## config.mk

```make
export PLATFORM = sky130hd
export DESIGN_NAME = linear_interp_resampler_unit
export DESIGN_NICKNAME = d
export VERILOG_FILES = /design/src/lirs_pkg.sv /design/src/linear_interp_resampler_unit.sv /design/src/lirs_front.sv /design/src/lirs_queue.sv /design/src/lirs_back.sv
export SDC_FILE = /design/constraint.sdc
export NUM_CORES = 2
export LEC_CHECK = 0
export ABC_AREA = 1
export BUFFER_PORTS_ARGS = -buffer_cell sky130_fd_sc_hd__buf_2
export CELL_PAD_IN_SITES_DETAIL_PLACEMENT = 0
export CELL_PAD_IN_SITES_GLOBAL_PLACEMENT = 1
export CORE_MARGIN = 3
export CORE_UTILIZATION = 42
export CTS_CLUSTER_SIZE = 14
export DETAILED_ROUTE_END_ITERATION = 6
export HOLD_SLACK_MARGIN = 0.1
export PLACE_DENSITY_LB_ADDON = 0.12
export SLEW_MARGIN = 20
export SYNTH_ARGS = -nofsm -noshare
export SYNTH_HDL_FRONTEND = slang
export SYNTH_SLANG_ARGS = --single-unit
```

## constraint.sdc

```tcl
create_clock -name aclk -period 8.25 [get_ports aclk]
set_input_delay 0.4125 -clock aclk [delete_from_list [all_inputs] [get_ports aclk]]
set_output_delay 0.4125 -clock aclk [all_outputs]
set_load 0.01 [all_outputs]
```

## src/lirs_pkg.sv

```systemverilog
// Shared types and constants for the linear interpolation resampler.
`timescale 1ns / 1ps
package lirs_pkg;

    localparam int CHANNELS  = 2;
    localparam int SAMPLE_W  = 16;
    localparam int FRAC_BITS = 16;
    localparam int PHASE_W   = 23;
    localparam int DIFF_W    = SAMPLE_W + 1;
    localparam int PROD_W    = DIFF_W + FRAC_BITS + 1;

    localparam logic [PHASE_W-1:0] ONE_FX    = PHASE_W'(1 << FRAC_BITS);
    localparam logic [PHASE_W-1:0] RATIO_MIN = PHASE_W'(1 << (FRAC_BITS - 6));
    localparam logic [PHASE_W-1:0] RATIO_MAX = PHASE_W'(1 << (FRAC_BITS + 6));

    // register index decode (one register, index taken from paddr[2])
    localparam logic REG_STEP_RATIO = 1'b0;

    typedef logic signed [SAMPLE_W-1:0] sample_t;
    typedef sample_t [CHANNELS-1:0] frame_t;

    typedef struct packed {
        frame_t prev;
        frame_t cur;
        logic   primed;
    } entry_t;

    typedef struct packed {
        logic empty;
        logic full;
    } q_status_t;

endpackage

```

## src/linear_interp_resampler_unit.sv

```systemverilog
// Top level of the linear interpolation sample-rate converter.
`timescale 1ns / 1ps
// Stereo linear-interpolation resampler. Each input item is a frame of two
// 16-bit signed samples; each result item is an interpolated frame plus
// run_end, set on the last result an input frame produces. The first frame
// after reset only primes the history and yields nothing. The phase
// advances by step_ratio (unsigned, 16 fraction bits, clamped to 1/64..64)
// per result, so one input yields 0 to 64 results. The back end pops an
// input, then for each result multiplies in the evaluate state and
// loads the output register in the emit state, which waits while the
// output side stalls; a final evaluate step closes the input. A FIFO
// of QUEUE_DEPTH frame pairs lets the input side keep accepting while
// the back end works or the output side stalls. step_ratio sits at APB
// byte address 0 and must only be written while the block is idle.
module linear_interp_resampler_unit #(
    parameter int QUEUE_DEPTH = 2
) (
    input  logic                  aclk,
    input  logic                  aresetn,
    // config port
    input  logic                  psel,
    input  logic                  penable,
    input  logic                  pwrite,
    input  logic [2:0]            paddr,
    input  logic [31:0]           pwdata,
    output logic [31:0]           prdata,
    output logic                  pready,
    // input items
    input  logic                  s_valid,
    output logic                  s_ready,
    input  logic signed [15:0]    s_left_in,
    input  logic signed [15:0]    s_right_in,
    // result items
    output logic                  m_valid,
    input  logic                  m_ready,
    output logic signed [15:0]    m_left_out,
    output logic signed [15:0]    m_right_out,
    output logic                  m_run_end
);

    logic [lirs_pkg::PHASE_W-1:0] ratio_reg;
    logic [lirs_pkg::PHASE_W-1:0] ratio_clamped;
    logic                         cfg_wr;

    lirs_pkg::frame_t    cur_frame;
    lirs_pkg::frame_t    out_frame;
    lirs_pkg::entry_t    push_entry;
    lirs_pkg::entry_t    head_entry;
    lirs_pkg::q_status_t q_stat;
    logic                push;
    logic                pop;

    // APB: zero-wait, write lands on the access phase
    assign pready = 1'b1;
    assign cfg_wr = psel && penable && pwrite && pready
                 && (paddr[2] == lirs_pkg::REG_STEP_RATIO);
    assign prdata = (paddr[2] == lirs_pkg::REG_STEP_RATIO) ?
                    {{(32 - lirs_pkg::PHASE_W){1'b0}}, ratio_reg} : '0;

    always_ff @(posedge aclk) begin
        if (!aresetn)
            ratio_reg <= lirs_pkg::ONE_FX;
        else if (cfg_wr)
            ratio_reg <= pwdata[lirs_pkg::PHASE_W-1:0];
    end

    // saturate the step into 1/64..64 so a run never exceeds 64 results
    always_comb begin
        if (ratio_reg < lirs_pkg::RATIO_MIN)
            ratio_clamped = lirs_pkg::RATIO_MIN;
        else if (ratio_reg > lirs_pkg::RATIO_MAX)
            ratio_clamped = lirs_pkg::RATIO_MAX;
        else
            ratio_clamped = ratio_reg;
    end

    // channel 0 = left, channel 1 = right
    always_comb begin
        cur_frame[0] = s_left_in;
        cur_frame[1] = s_right_in;
    end

    assign m_left_out  = out_frame[0];
    assign m_right_out = out_frame[1];

    lirs_front u_front (
        .aclk       (aclk),
        .aresetn    (aresetn),
        .s_valid    (s_valid),
        .s_ready    (s_ready),
        .cur_frame  (cur_frame),
        .q_stat     (q_stat),
        .push       (push),
        .push_entry (push_entry)
    );

    lirs_queue #(
        .DEPTH (QUEUE_DEPTH)
    ) u_queue (
        .aclk       (aclk),
        .aresetn    (aresetn),
        .push       (push),
        .push_entry (push_entry),
        .pop        (pop),
        .head_entry (head_entry),
        .q_stat     (q_stat)
    );

    lirs_back u_back (
        .aclk       (aclk),
        .aresetn    (aresetn),
        .ratio      (ratio_clamped),
        .head_entry (head_entry),
        .q_stat     (q_stat),
        .pop        (pop),
        .m_valid    (m_valid),
        .m_ready    (m_ready),
        .out_frame  (out_frame),
        .out_end    (m_run_end)
    );

endmodule

```

## src/lirs_front.sv

```systemverilog
// Front end: accepts input frames and pairs each with the frame before it.
`timescale 1ns / 1ps
module lirs_front (
    input  logic                aclk,
    input  logic                aresetn,
    input  logic                s_valid,
    output logic                s_ready,
    input  lirs_pkg::frame_t    cur_frame,
    input  lirs_pkg::q_status_t q_stat,
    output logic                push,
    output lirs_pkg::entry_t    push_entry
);

    logic             primed_reg;
    lirs_pkg::frame_t prev_reg;

    assign s_ready = !q_stat.full;
    assign push    = s_valid && s_ready;

    always_comb begin
        push_entry.prev   = prev_reg;
        push_entry.cur    = cur_frame;
        push_entry.primed = primed_reg;
    end

    always_ff @(posedge aclk) begin
        if (!aresetn) begin
            primed_reg <= 1'b0;
            prev_reg   <= '0;
        end else if (push) begin
            primed_reg <= 1'b1;
            prev_reg   <= cur_frame;
        end
    end

endmodule

```

## src/lirs_queue.sv

```systemverilog
// Short FIFO of frame pairs between front and back.
`timescale 1ns / 1ps
module lirs_queue #(
    parameter int DEPTH = 2
) (
    input  logic                aclk,
    input  logic                aresetn,
    input  logic                push,
    input  lirs_pkg::entry_t    push_entry,
    input  logic                pop,
    output lirs_pkg::entry_t    head_entry,
    output lirs_pkg::q_status_t q_stat
);

    localparam int PTR_W = (DEPTH > 1) ? $clog2(DEPTH) : 1;
    localparam int CNT_W = $clog2(DEPTH + 1);

    lirs_pkg::entry_t   slot_reg [DEPTH];
    logic [PTR_W-1:0]   wr_ptr_reg;
    logic [PTR_W-1:0]   rd_ptr_reg;
    logic [CNT_W-1:0]   cnt_reg;
    logic [CNT_W-1:0]   cnt_next;

    assign q_stat.empty = (cnt_reg == '0);
    assign q_stat.full  = (cnt_reg == CNT_W'(DEPTH));
    assign head_entry   = slot_reg[rd_ptr_reg];

    always_comb begin
        cnt_next = cnt_reg;
        if (push && !pop)
            cnt_next = cnt_reg + CNT_W'(1);
        else if (pop && !push)
            cnt_next = cnt_reg - CNT_W'(1);
    end

    always_ff @(posedge aclk) begin
        if (push)
            slot_reg[wr_ptr_reg] <= push_entry;
    end

    always_ff @(posedge aclk) begin
        if (!aresetn) begin
            wr_ptr_reg <= '0;
            rd_ptr_reg <= '0;
            cnt_reg    <= '0;
        end else begin
            cnt_reg <= cnt_next;
            if (push)
                wr_ptr_reg <= (wr_ptr_reg == PTR_W'(DEPTH - 1)) ? '0 : wr_ptr_reg + PTR_W'(1);
            if (pop)
                rd_ptr_reg <= (rd_ptr_reg == PTR_W'(DEPTH - 1)) ? '0 : rd_ptr_reg + PTR_W'(1);
        end
    end

endmodule

```

## src/lirs_back.sv

```systemverilog
// Back end: phase stepping, per-channel interpolation and output register.
`timescale 1ns / 1ps
module lirs_back (
    input  logic                           aclk,
    input  logic                           aresetn,
    input  logic [lirs_pkg::PHASE_W-1:0]   ratio,
    input  lirs_pkg::entry_t               head_entry,
    input  lirs_pkg::q_status_t            q_stat,
    output logic                           pop,
    output logic                           m_valid,
    input  logic                           m_ready,
    output lirs_pkg::frame_t               out_frame,
    output logic                           out_end
);

    localparam logic [1:0] ST_IDLE = 2'd0;
    localparam logic [1:0] ST_EVAL = 2'd1;
    localparam logic [1:0] ST_EMIT = 2'd2;

    localparam int CH = lirs_pkg::CHANNELS;
    localparam int FB = lirs_pkg::FRAC_BITS;
    localparam int SW = lirs_pkg::SAMPLE_W;

    logic [1:0]                       state_reg, state_next;
    logic [lirs_pkg::PHASE_W-1:0]     phase_reg, phase_next;
    logic                             primed_reg, primed_next;
    logic                             last_reg, last_next;
    lirs_pkg::frame_t                 prev_reg, prev_next;
    logic signed [lirs_pkg::DIFF_W-1:0] diff_reg [CH];
    logic signed [lirs_pkg::DIFF_W-1:0] diff_next [CH];
    logic signed [lirs_pkg::PROD_W-1:0] prod_reg [CH];
    logic signed [lirs_pkg::PROD_W-1:0] prod_next [CH];
    logic                             out_valid_reg, out_valid_next;
    lirs_pkg::frame_t                 out_frame_reg, out_frame_next;
    logic                             out_end_reg, out_end_next;

    logic signed [FB:0]               phase_frac;
    logic [lirs_pkg::PHASE_W-1:0]     phase_step;
    logic                             emit_ok;
    logic                             load_out;

    assign phase_frac = $signed({1'b0, phase_reg[FB-1:0]});
    assign phase_step = phase_reg + ratio;
    assign emit_ok    = !out_valid_reg || m_ready;

    assign m_valid   = out_valid_reg;
    assign out_frame = out_frame_reg;
    assign out_end   = out_end_reg;

    always_comb begin
        logic signed [lirs_pkg::PROD_W-1:0] quot;
        logic                               corr;
        logic [SW-1:0]                      q16;

        state_next     = state_reg;
        phase_next     = phase_reg;
        primed_next    = primed_reg;
        last_next      = last_reg;
        prev_next      = prev_reg;
        diff_next      = diff_reg;
        prod_next      = prod_reg;
        out_frame_next = out_frame_reg;
        out_end_next   = out_end_reg;
        pop            = 1'b0;
        load_out       = 1'b0;
        quot           = '0;
        corr           = 1'b0;
        q16            = '0;

        case (state_reg)
            ST_IDLE: begin
                if (!q_stat.empty) begin
                    pop         = 1'b1;
                    primed_next = head_entry.primed;
                    prev_next   = head_entry.prev;
                    for (int c = 0; c < CH; c++) begin
                        diff_next[c] = $signed({head_entry.cur[c][SW-1], head_entry.cur[c]})
                                     - $signed({head_entry.prev[c][SW-1], head_entry.prev[c]});
                    end
                    state_next = ST_EVAL;
                end
            end
            ST_EVAL: begin
                if (primed_reg && (phase_reg < lirs_pkg::ONE_FX)) begin
                    for (int c = 0; c < CH; c++)
                        prod_next[c] = diff_reg[c] * phase_frac;
                    phase_next = phase_step;
                    last_next  = (phase_step >= lirs_pkg::ONE_FX);
                    state_next = ST_EMIT;
                end else begin
                    // end of run: drop one whole input period (a phase below one restarts at zero)
                    phase_next = (phase_reg >= lirs_pkg::ONE_FX) ?
                                 phase_reg - lirs_pkg::ONE_FX : '0;
                    state_next = ST_IDLE;
                end
            end
            ST_EMIT: begin
                if (emit_ok) begin
                    load_out = 1'b1;
                    for (int c = 0; c < CH; c++) begin
                        // scale down, rounding toward zero
                        quot = prod_reg[c] >>> FB;
                        corr = prod_reg[c][lirs_pkg::PROD_W-1] && (|prod_reg[c][FB-1:0]);
                        q16  = quot[SW-1:0] + SW'(corr);
                        out_frame_next[c] = $signed(prev_reg[c] + q16);
                    end
                    out_end_next = last_reg;
                    state_next   = ST_EVAL;
                end
            end
            default: begin
                state_next = ST_IDLE;
            end
        endcase

        if (load_out)
            out_valid_next = 1'b1;
        else if (m_ready)
            out_valid_next = 1'b0;
        else
            out_valid_next = out_valid_reg;
    end

    always_ff @(posedge aclk) begin
        if (!aresetn) begin
            state_reg     <= ST_IDLE;
            phase_reg     <= lirs_pkg::ONE_FX;
            primed_reg    <= 1'b0;
            out_valid_reg <= 1'b0;
        end else begin
            state_reg     <= state_next;
            phase_reg     <= phase_next;
            primed_reg    <= primed_next;
            out_valid_reg <= out_valid_next;
        end
    end

    always_ff @(posedge aclk) begin
        last_reg      <= last_next;
        prev_reg      <= prev_next;
        diff_reg      <= diff_next;
        prod_reg      <= prod_next;
        out_frame_reg <= out_frame_next;
        out_end_reg   <= out_end_next;
    end

    a_phase_bound: assert property (@(posedge aclk) disable iff (!aresetn)
        phase_reg < (lirs_pkg::ONE_FX + lirs_pkg::RATIO_MAX))
        else $error("phase accumulator out of range");

    a_mid_run: assert property (@(posedge aclk) disable iff (!aresetn)
        (state_reg == ST_EMIT && emit_ok && !last_reg)
        |=> (state_reg == ST_EVAL && phase_reg < lirs_pkg::ONE_FX))
        else $error("non-final output left phase at or above one");

    a_end_run: assert property (@(posedge aclk) disable iff (!aresetn)
        (state_reg == ST_EMIT && emit_ok && last_reg)
        |=> (phase_reg >= lirs_pkg::ONE_FX))
        else $error("final output left phase below one");

    a_out_src: assert property (@(posedge aclk) disable iff (!aresetn)
        $rose(out_valid_reg) |-> $past(state_reg == ST_EMIT))
        else $error("output raised outside emit state");

endmodule
```

# Yosys cells after proc, flatten, opt, wreduce, memory -nomap -nowiden
# Memory sizes are Yosys's and may differ from the RTL's. A register that Yosys moved wholly into a read port is not among the register bits.
# Cells that the tools add are included.
# totals
regBits	255
mem_bits_rw	130
input_bits	74
output_inout_bits	68
word_cells	95
memories	1
# memory_table
memory	words	word_bits	read_ports	rd_clocked_by_memory_dff	wr	line	rtl
u_queue.slot_reg	2	65	1	1	1	lirs_queue.sv:18	lirs_pkg::entry_t slot_reg [DEPTH];
# op_classes
n_addsub	12
n_mul	2
magnitude_cmp	5
eq_ne	5
n_mux	23
bitwise_logic	2
n_reduce_logical	24
# ops
operator	count
23-bit two-way mux	5
17-bit by 17-bit multiplier with 34-bit output	2
23-bit by 17-bit greater-or-equal comparator with 1-bit output, second input constant	2
16-bit by 16-bit subtractor with 17-bit output	2
16-bit by 1-bit adder with 16-bit output	2
16-bit adder	2
16-bit OR reduction	2
23-bit adder	1
23-bit greater-than comparator, second input constant	1
23-bit by 11-bit < comparator with 1-bit output, second input constant	1
23-bit by 17-bit < comparator with 1-bit output, second input constant	1
23-bit by 17-bit subtractor with 23-bit output, second input constant	1
1-bit two-way mux	12
2-bit two-way mux	5
1-bit logical AND	9
2-bit AND reduction	4
2-bit one-hot mux with 3 select lines	1
2-bit equality test, second input constant	2
1-bit logical NOT	4
2-bit logical NOT	2
2-bit nonzero test	2
1-bit adder, second input constant	2
2-bit by 1-bit adder with 2-bit output, second input constant	1
2-bit by 1-bit equality test with 1-bit output, second input constant	1
5 further kinds	6

# Depth between registers and ports, before layout
# logic_depth
depth_word	7
ltp_mapped	29
depth_no_buf	27

# Modules after synthesis
# A second synthesis with hierarchy kept.
# hier_totals
cells_unflattened	4782
area_unflattened_um2	41453.5
# by_module_without_submodules
module	instances	cells_per_inst	area_per_inst_um2	seq_area_each_um2
lirs_back	1	4098	33314.5	5525.3
lirs_queue	1	237	5123.7	4003.8
lirs_front	1	246	1727.9	660.6
linear_interp_resampler_unit	1	201	1287.5	460.4

# Worst setup path before layout
# No wires, ideal clock.
# synth_timing
kind	register -> register
startpoint	register u_back.diff_reg[16] (netlist bit)
endpoint	register u_back.prod_reg[33] (netlist bit), data pin
setup_ns	0.258
arrival_time_ns	5.458
t_required_ns	7.992
path_slack_ns	2.534
stages_incl_launch_ff	25
path_buffers	2
period_less_slack_ns	5.716
cell_sequence	edfxtp_1 clkbuf_1 clkbuf_1 nand2_1 fa_1 fa_1 inv_1 fa_1 fa_1 fa_1 inv_1 fa_1 inv_1 ha_1 nand2_1 nor2_1 inv_1 nor2_1 inv_1 nor3_1 nand2_1 nand2_1 inv_1 nand2_1 nand2_1
# synth_between
elab_chain_len	1
# synth_lines
item	line	rtl
start: declaration	lirs_back.sv:29	logic signed [lirs_pkg::DIFF_W-1:0] diff_reg [CH];
start signal: assignment	lirs_back.sv:141	diff_reg <= diff_next;
17-bit by 17-bit multiplier with 34-bit output	lirs_back.sv:86	prod_next[c] = diff_reg[c] * phase_frac;
end signal: assignment	lirs_back.sv:142	prod_reg <= prod_next;
end: declaration	lirs_back.sv:31	logic signed [lirs_pkg::PROD_W-1:0] prod_reg [CH];
# No other way between the ends.
# A chain may end at the register's enable or synchronous reset.

# Worst setup path after layout
# layout_timing
startpoint	register u_back.phase_reg[2] (netlist bit)
endpoint	register u_back.prod_reg[63] (netlist bit), data pin
# layout_between
elab_chain_len	1
# layout_lines
item	line	rtl
start: declaration	lirs_back.sv:25	logic [lirs_pkg::PHASE_W-1:0] phase_reg, phase_next;
start signal: assignment	lirs_back.sv:127	phase_reg <= lirs_pkg::ONE_FX;
start signal: assignment	lirs_back.sv:132	phase_reg <= phase_next;
17-bit by 17-bit multiplier with 34-bit output	lirs_back.sv:86	
# No other way between the ends.

==> impl_metrics.toml <==
[finish]
final_common_cell = "inv_1"
fin_util = 0.466
ff_latch_area_mm2 = 0.0107
mostFrequentLayoutCells = "inv_1, nand2_1, fa_1, edfxtp_1, ha_1"
final_layout_size_suffix_gt1_frac = 0.0586
stdcell_area_mm2 = 0.0439
nets = 5638
largest_reg_flops = 130
multiInputGateArea_mm2 = 0.0243
syn_to_final_growth_pct = 9.27
num_antenna_cells = 0
fill_cells = 9420
instances_no_fill = 6029

[power]
swShare = 0.416
power_density_mw_per_mm2 = 187
p_sw_mw = 3.41
intPower_mw = 4.79
ir_worst_vdd_uv = 411
combPwrFrac = 0.336
seqPwrFrac = 0.424
clockPowerShare = 0.240
leakage_nw = 22.9

[sta]
setup_tns_ns = 0
finalSetupViolations = 0
rsz0062_at_grt = "no"
maxSlewHeadroom = 0.245
fin_skew_ns = 0.0587
post-route-min-period_ns = 6.55
fmax_ghz = 0.153
min_period_over_period = 0.794
max_slew.worst_pin.slew_ns = 1.13
maxSlewViolCount = 0
hold_viol = 0

[place]
portBuffers = 120
place_congestion = 0.877
placed_cell_area_mm2 = 0.0419
hpwlAfterDp_um = 80500
dpl.cell_count = 5893

[yosys]
yosysSeqAreaShare = 0.265
ys_seq_elements = 384
avgSynthCellArea_um2 = 8.63
synth_area_leaders = "fa_1, edfxtp_1, inv_1"
yosysTopAreaCellShare = 0.281
synth_largest_area_cell = "fa_1"
synth_edf_count = 296
async_reset_ff_frac = 0
synth_ff_type = "edfxtp_1"
syn-cell-area_mm2 = 0.0402
yosysWarnings = 0
syn_inst = 4660
yosysUniqueCellTypes = 57

[run_status]
status = "finished, final reports clean"

[grt]
grt_overflow = 0
grt_max_degree = 73
grt_use_met3 = 0.0241
grt_use_met1 = 0.326
grt_usage = 0.214
grtUsageMet2 = 0.333
grt_pass1_wl_um = 168000
first_global_vias = 30163
grt-busiest-layer = "met2"
antenna_found_initial = 1

[die]
dieArea_mm2 = 0.0995
rows = 112
die_x_um = 315
start_util = 0.427
die_height_um = 315
core_area_mm2 = 0.0942
ios = 142

[route]
post_drt_wl_per_cell_um = 17.0
antenna_left = 0
via_per_inst = 4.80
drc = 0
vias = 28943
drt_iter0_markers = 1606
first_pass_iters = 5
drt-total-wl_um = 102000

[clocking]
clock_latency_ns = 0.63
numCtsBuffers = 44
cts-htree-levels = 2
cts_tree = "done"
cts_setup_buffers = 0
cts-root-buf = "clkbuf_16"
clk_path_buf_depth = 3
clkSlewWorstSetupHoldPaths_ns = 0.06
cts_sinks = 384

[setup_path]
cp-start-kind = "flip-flop"
crit-reg2reg-capture = "u_back.prod_reg[63]"
arrival_ns = 6.87
crit_path_end_kind = "flip-flop"
crit_type = "reg -> reg"
cp_max_fo = 33
cp.required_ns = 8.57
rr_worst_depth = 20
r2r-start = "u_back.phase_reg[2]"
rrSetupSlack_ns = 1.70

[worst_hold_path]
hold_path_depth = 3
hold_start = "pwdata[4]"
holdCritPathClass = "in -> reg"
hold_end = "ratio_reg[4]"

[job]
maxCapViolations = 0
-- metrics by stage --
stage          worst slack (ns)  total power [mW]  hold slack, ns
2_1_floorplan              2.53              5.10           0.400
3_3_place_gp               1.71              6.25           0.421
3_5_place_dp               1.74              6.27           0.422
4_1_cts                    1.66              8.30           0.105
5_1_grt                    1.32              8.78           0.147
6_report                   1.70              8.21           0.142
-- power by group through the flow --
stage	Combinational, mW	Sequential (mW)	Clock [mW]
CTS	2.78	3.48	2.04
global route	3.12	3.54	2.12
floorplan	2.26	2.84	0
global placement	2.74	3.51	0
finish	2.76	3.48	1.97
detailed placement	2.75	3.52	0
-- synth_stat cells, types with 2 or more instances --
library cell / instances
nand3_1: 117
clkbuf_1: 153
clkinv_1: 3
edfxtp_1: 296
nor2_4: 2
a31oi_1: 4
o21ai_0: 150
dfxtp_1: 88
buf_4: 10
or4_1: 2
mux2i_1: 2
o31ai_1: 8
nand2_4: 2
nand4_1: 31
buf_6: 3
o21ai_2: 5
nand2_1: 1038
ha_1: 259
a21o_1: 14
buf_2: 10
or2_2: 6
conb_1: 2
and3_1: 4
a21boi_2: 2
mux2_2: 30
a21oi_1: 191
xor2_1: 88
fa_1: 565
o21bai_1: 12
o21ai_1: 7
inv_1: 1199
nor2_2: 3
nand3b_1: 8
nor2_1: 237
xnor2_1: 32
a21boi_0: 6
o21a_1: 2
nor3_1: 38
o2111ai_1: 2
nor4_1: 10
buf_1: 3
-- layout make-up --
cell class	count	share of cell area
tap	1254	0.0357
sequential	384	0.243
timing repair buffer	205	0.0313
inverter	1205	0.103
clock buffer	66	0.0293
clock inverter	15	0.00390
multi-input combinational	2900	0.554
-- per-layer routing --
layer,part of all wire,wire length [um]
met1,0.50,51300
met2,0.44,44800
met3,0.042,4320
met4,0.017,1780
met5,0,0
-- critical path, cell delays in order, from the launching register on --
cell and delay (ns):
dfxtp_1 0.47, buf_4 0.52, nand2_1 0.19, fa_1 0.67, inv_1 0.14, fa_1 0.84, fa_1 0.53, fa_1 0.50
fa_1 0.50, inv_1 0.05, fa_1 0.47, inv_1 0.04, ha_1 0.37, nand2_1 0.13, nor2_1 0.17, inv_1 0.10
nor2_1 0.12, and3_1 0.16, nand2_1 0.05, nand3_1 0.12, xor2_1 0.09
-- how the worst max path moves through the flow --
stage / start / cells past startpoint / end / slack [ns]
after floorplan: u_back.diff_reg[16] / 24 / u_back.prod_reg[33] / 2.53
after detailed placement: u_back.phase_reg[2] / 20 / u_back.prod_reg[63] / 1.74
after global placement: u_back.phase_reg[2] / 20 / u_back.prod_reg[63] / 1.71
final: u_back.phase_reg[2] / 20 / u_back.prod_reg[63] / 1.70
after global routing: u_back.phase_reg[2] / 20 / u_back.prod_reg[65] / 1.32
after CTS: u_back.phase_reg[2] / 20 / u_back.prod_reg[63] / 1.66
-- logic make-up after synthesis --
kind of cell,Yosys count,synth area share
xor gates and xnor gates,120,0.0261
muxes,32,0.00890
adders and majority gates,824,0.362
buffers and inverters,1384,0.131
other,2,0.000187
DFF,384,0.265
AOI/OAI and AO/OA,409,0.0552
and+or+nand+nor,1505,0.151
-- what timing repair did --
item,4_1_cts,5_1_grt
hold buffers,55,0
endpoints found under the hold margin,111,0
gates resized for setup,0,0
(Power assumes the default switching activity.)
